--- config.mk ---
export PLATFORM = sky130hd
export DESIGN_NAME = cmma_fold
export DESIGN_NICKNAME = d
export VERILOG_FILES = /design/src/rtl/cmma_pkg.sv /design/src/rtl/cmma_fold.sv
export SDC_FILE = /design/constraint.sdc
export NUM_CORES = 1
export LEC_CHECK = 0
export BUFFER_PORTS_ARGS = -buffer_cell sky130_fd_sc_hd__buf_2
export CORE_MARGIN = 8
export CORE_UTILIZATION = 55
export DETAILED_ROUTE_END_ITERATION = 8
export PLACE_DENSITY = 0.84
export SYNTH_ARGS = -nofsm -noshare
export SYNTH_HDL_FRONTEND = slang
export SYNTH_SLANG_ARGS = --single-unit
--- constraint.sdc ---
create_clock -name clk -period 2.9 [get_ports clk]
set_input_delay 0.145 -clock clk [delete_from_list [all_inputs] [get_ports clk]]
set_output_delay 0.145 -clock clk [all_outputs]
set_load 0.02 [all_outputs]
--- src/rtl/cmma_pkg.sv ---
`timescale 1ns / 1ps

package cmma_pkg;

  localparam int OP_W       = 2;
  localparam int ADDR_W     = 24;
  localparam int DATA_W     = 8;
  localparam int RAM_SIZE_W = 14;
  localparam int ROM_SIZE_W = 19;
  localparam int SIZE_W     = ROM_SIZE_W;
  localparam int CFG_IDX_W  = 1;
  localparam int CFG_DATA_W = ROM_SIZE_W;

  localparam int RAM_DEPTH_DEF    = 8192;
  localparam int ROM_DEPTH_DEF    = 262144;
  localparam int ADDRESS_BITS_DEF = 24;

  localparam logic [CFG_IDX_W-1:0] REG_RAM_SIZE = 1'b0;
  localparam logic [CFG_IDX_W-1:0] REG_ROM_SIZE = 1'b1;

  typedef enum logic [OP_W-1:0] {
    OP_READ    = 2'd0,
    OP_WRITE   = 2'd1,
    OP_PRELOAD = 2'd2
  } op_t;

  typedef enum logic [1:0] {
    ST_IDLE,
    ST_FOLD,
    ST_OUT
  } state_t;

  typedef struct packed {
    logic              done;
    logic [SIZE_W-1:0] idx;
  } fold_res_t;

endpackage

--- src/rtl/cmma_fold.sv ---
`timescale 1ns / 1ps

module cmma_fold import cmma_pkg::*; #(
  parameter int ADDRESS_BITS = ADDRESS_BITS_DEF
) (
  input  logic              clk,
  input  logic              rst,
  input  logic              start,
  input  logic [ADDR_W-1:0] addr,
  input  logic [SIZE_W-1:0] size,
  output fold_res_t         res
);

  localparam logic [ADDR_W-1:0] ADDR_MASK = ADDR_W'((64'd1 << ADDRESS_BITS) - 64'd1);
  localparam logic [ADDR_W-1:0] TOP_BIT   = ADDR_W'(64'd1 << (ADDRESS_BITS - 1));

  logic              busy;
  logic [ADDR_W-1:0] a;
  logic [SIZE_W-1:0] s;
  logic [SIZE_W-1:0] base;
  logic [ADDR_W-1:0] bitm;
  logic [ADDR_W-1:0] s_ext;
  logic              step_done;

  assign s_ext     = ADDR_W'(s);
  assign step_done = (a < s_ext) || (bitm == '0);

  always_ff @(posedge clk) begin
    if (rst) begin
      busy <= 1'b0;
    end else if (start) begin
      busy <= 1'b1;
    end else if (busy && step_done) begin
      busy <= 1'b0;
    end
  end

  // strip one address bit per cycle, highest first
  always_ff @(posedge clk) begin
    if (start) begin
      a    <= addr & ADDR_MASK;
      s    <= size;
      base <= '0;
      bitm <= TOP_BIT;
    end else if (busy && !step_done) begin
      if ((a & bitm) != '0) begin
        a <= a & ~bitm;
        if (s_ext > bitm) begin
          s    <= s - bitm[SIZE_W-1:0];
          base <= base + bitm[SIZE_W-1:0];
        end
      end
      bitm <= bitm >> 1;
    end
  end

  assign res.done = busy && step_done;
  assign res.idx  = base + a[SIZE_W-1:0];

endmodule
# --- Word level (Yosys, flattened, before mapping) ---
# Cells that the tools add are included.
word_totals:
  ff_bits: 87
  in_bits: 46
  output_inout_bits: 20
  wordCells: 35
classes:
  n_addsub: 3
  order_cmp: 2
  muxes: 9
  n_bitwise: 3
  n_reduce_logical: 13
op_table:
  columns: ["cell", "count"]
  rows:
  - ["$mux 19", 4]
  - ["$mux 24", 3]
  - ["$and 24x24->24", 2]
  - ["$add 19x19->19", 2]
  - ["$gt 19x24->1", 1]
  - ["$logic_not 24->1", 1]
  - ["$lt 24x19->1", 1]
  - ["$not 24->24", 1]
  - ["$reduce_bool 24->1", 1]
  - ["$sub 19x19->19", 1]
  - ["$reduce_bool 2->1", 4]
  - ["$reduce_and 3->1", 2]
  - ["$logic_and 1x1->1", 2]
  - ["$mux 1", 2]
  - ["$reduce_and 2->1", 1]
  - ["$logic_not 1->1", 1]
  - ["$logic_or 1x1->1", 1]

# --- Logic depth before layout (Yosys ltp) ---
logic_depth:
  word_depth: 6
  ltp_mapped: 13

# --- Worst setup path before layout ---
# Ideal clock, no wire load.
synth_path:
  path_kind: "register to register"
  start: "reg bitm[5]"
  end: "reg s[0], enable pin"
  t_arrival_ns: 2.739
  required_time_ns: 2.512
  path_slack_ns: -0.227
  stages_incl_launch_ff: 10
  n_path_buf: 1
  period_less_slack_ns: 3.127
  path_cell_list: "dfxtp_1 > inv_1 > ha_1 > or4_4 > o221a_1 > a211o_1 > a221o_1 > nand4b_1 > buf_2 > nand2_1"
synth_between:
  elab_chain_cells: 6
synth_lines:
  columns: ["item", "line_no", "text"]
  rows:
  - ["start, declared", "cmma_fold.sv:21", "logic [ADDR_W-1:0] bitm;"]
  - ["start signal, assigned", "cmma_fold.sv:53", "bitm <= bitm >> 1;"]
  - ["parallel branches: the longest is 5 deep, another holds $gt 19x24->1", null, null]
  - ["$reduce_and 3->1 (no line) *", null, null]
  - ["end signal, assigned", "cmma_fold.sv:42", "s <= size;"]
  - ["end signal, assigned", "cmma_fold.sv:49", "s <= s - bitm[SIZE_W-1:0];"]
  - ["end, declared", "cmma_fold.sv:19", "logic [SIZE_W-1:0] s;"]
# Mark *: on every way between the ends.
# A chain may end at the register's enable or synchronous reset.

==> results.toml <==
[status]
status = "finished with violations"
violations = "negative setup slack"

[cts]
cts-root-buf = "clkbuf_16"
cts_max_path_buffers = 2
clock_sinks = 87
clkSlewWorstSetupHoldPaths_ns = 0.07
h-tree-depth = 3
cts_tree = "done"
insertion_delay_ns = 0.35
numCtsBuffers = 9

[finish]
fillerInstances = 835
drive_gt1_share_pct = 25.8
antenna_cells = 0
finalNonFillerCells = 1069
seq_area_um2 = 2170
multi_input_area_um2 = 4440
final_area_um2 = 8480
final_nets = 1039
area_delta_synth_final_pct = 29.1

[route]
route.detailed.drc = 0
routedWlPerCell_um = 19.5
drt_iter0_markers = 667
drt-pass1-iter-count = 7
ant_nets = 0
wirelength_mm = 20.9
vias = 6664
viasPerCell = 6.23

[synth]
ys_ff_latch = 87
yosys_warnings = 0
syn-instance-count = 769
synth.distinct_cells = 65
syn_area_per_cell_um2 = 8.54
synthFlopType = "dfxtp_1"
ys_seq_area_share_pct = 33.1
synth_nets = 891
async_flop_share_pct = 0
netlist_area_um2 = 6570
synth_edf_count = 43

[grt]
first_global_vias = 6341
overflow = 0
antenna_found_initial = 0
grtUsageTotal_pct = 24.1
grt_pass1_wl_mm = 31.3
grt_max_degree = 61

[sta]
fmax_ghz = 0.324
tightest_slew_ns = 1.08
finalSetupViolations = 33
finalCritPeriodShare_pct = 106
fin_hold_ws_ns = 0.0692
fin_setup_tns_ns = -2.59
maxSlewHeadroom_pct = 27.9
rsz0062_at_grt = "true"
maxSlewViolCount = 0
setup_ws_ns = -0.186
min_period_ns = 3.09
fin_skew_ns = 0.0117
hold_viol = 0

[setup_path]
path_class = "flip-flop to output pin"
crit_chain = "ha_4 -> fa_2 -> a21o_1 -> a211oi_2 -> o21ai_2 -> nand3_2 -> a31oi_4 -> o31ai_4 -> mux2i_1 -> nor2_1 -> buf_4"
cp_data_required_time_ns = 2.76
cp_max_fo = 2
max_stage_delay_ns = 0.46
r2r_setup_slack_ns = -0.12
slowest_stage = "edfxtp_1"
cp.arrival_ns = 2.94
cp-start-kind = "flip-flop"
cp-end-kind = "output pin"

[pwr]
power.density_nw_per_um2 = 429
peakVddDrop_uv = 295
cellLeakagePower_nw = 3.75

[floorplan]
fp-row-count = 40
ios = 66
die-area_um2 = 15700
fp.coreArea_um2 = 11800
die_y_um = 125
die_x_um = 125
start_util_pct = 55.6

[worst_hold_path]
hp-class = "input port to flip-flop"

[placement]
dpl.cell_count = 1024
postPlaceCellArea_um2 = 7510
dp_hpwl_mm = 14.1
gp_congestion = 0.960
io_buffers = 65

[job]
maxCapViolCount = 0
## cell usage after synthesis (5+ instances only)
library cell	instances	area, µm²
nor2_1	103	387
ha_1	73	913
a21oi_1	71	355
nand2_1	69	259
inv_1	53	199
dfxtp_1	44	881
edfxtp_1	43	1290
o21ai_0	41	205
a22o_1	26	228
xnor2_1	24	210
clkbuf_1	18	67.6
a21o_1	14	105
nand3_1	12	60.1
xor2_1	11	96.3
and3_1	9	56.3
a22oi_1	8	60.1
nand2b_1	8	50.1
nor3_1	8	40.0
nor4_1	8	50.1
o31ai_1	8	60.1
a211oi_1	7	52.6
a21boi_0	7	52.6
mux2i_1	7	70.1
nand4_1	7	43.8
o211ai_1	7	52.6
o21a_1	6	45.0
a221oi_1	5	43.8
o21bai_1	5	37.5
## area by class of cell
| class | count | area share, % |
|---|---|---|
| multi-input combinational | 608 | 52.3 |
| sequential | 87 | 25.6 |
| timing repair buffer | 158 | 14.0 |
| clock buffer | 9 | 2.65 |
| inverter | 53 | 2.34 |
| tap | 147 | 2.17 |
| clock inverter | 7 | 0.914 |
## power breakdown
part	leakage, nW	internal (mW)	switching [mW]
logic	2.82	0.431	0.541
registers	0.784	1.39	0.0692
clock network	0.147	0.678	0.537
## critical path, delay by kind of cell, from the launching register on
family / cells / cell delay [ns]
muxes: 1 / 0.21
adders and majority gates: 2 / 0.60
buffers and inverters: 1 / 0.16
AOI/OAI and AO/OA: 5 / 0.96
DFF: 1 / 0.46
and+or+nand+nor: 2 / 0.19
## timing repair
action,4_1_cts,5_1_grt
setup endpoints to repair,26,54
endpoints found under the hold margin,1,0
hold buffers,1,0
resized for setup,28,61
buffers inserted,11,16
cloned,1,5
pin swaps,9,32
## kinds of logic after synthesis
| group | after synthesis | synth area share, % |
|---|---|---|
| flops | 87 | 33.1 |
| mux | 9 | 1.41 |
| fa+ha+maj | 76 | 14.8 |
| compound gates | 236 | 24.2 |
| simple gates | 249 | 17.2 |
| xor+xnor | 35 | 4.67 |
| buf+inv | 77 | 4.72 |
## registers in the layout, indices dropped and copies added (netlist names)
signal  flops
a          24
base       19
busy        1
bitm       24
s          19
## metrics by stage
stage                     worst slack [ns]  power, mW  utilization [%]
after floorplan                     0.0499       2.00                -
after CTS                          -0.0779       3.53             68.0
after global placement              0.0255       2.28             63.5
final                               -0.186       3.64             71.8
after detailed placement           -0.0835       2.30             63.5
after global routing                -0.285       3.79             71.8
## layout by cell type (no fill, tap or decap), types with 8 or more instances in the layout
cell type,n
ha_1,65
nand3_1,10
clkbuf_16,12
a22o_1,26
buf_2,57
dfxtp_1,43
xor2_1,11
a21o_1,14
a21oi_1,63
a22oi_1,8
buf_4,85
nand2_1,66
inv_1,53
xnor2_1,24
edfxtp_1,43
nor2_1,100
nor3_1,8
and3_1,9
o21ai_0,34
## layer usage
| layer | track usage, % | routed length, µm | part of all wire [%] | vias to the layer above |
|---|---|---|---|---|
| met2 | 39.3 | 10100 | 48 | 358 |
| met3 | 3.31 | 1650 | 7.9 | 78 |
| met4 | 12.0 | 877 | 4.2 | 0 |
| li1 | - | - | - | 3126 |
| met1 | 30.8 | 8290 | 40 | 3102 |
| met5 | 0 | 0 | 0 | - |
## path summary, 6_finish.rpt
kind / cells after the start / start / end
max: 11 / a[0]$_DFFE_PP_ / res[18]
min: 3 / size[4] / s[4]$_DFFE_PP_
max reg2reg: 10 / s[5]$_DFFE_PP_ / base[18]$_SDFFE_PP0P_
min reg2reg: 2 / base[13]$_SDFFE_PP0P_ / base[13]$_SDFFE_PP0P_
No activity file was read; power rests on OpenSTA's default activity.
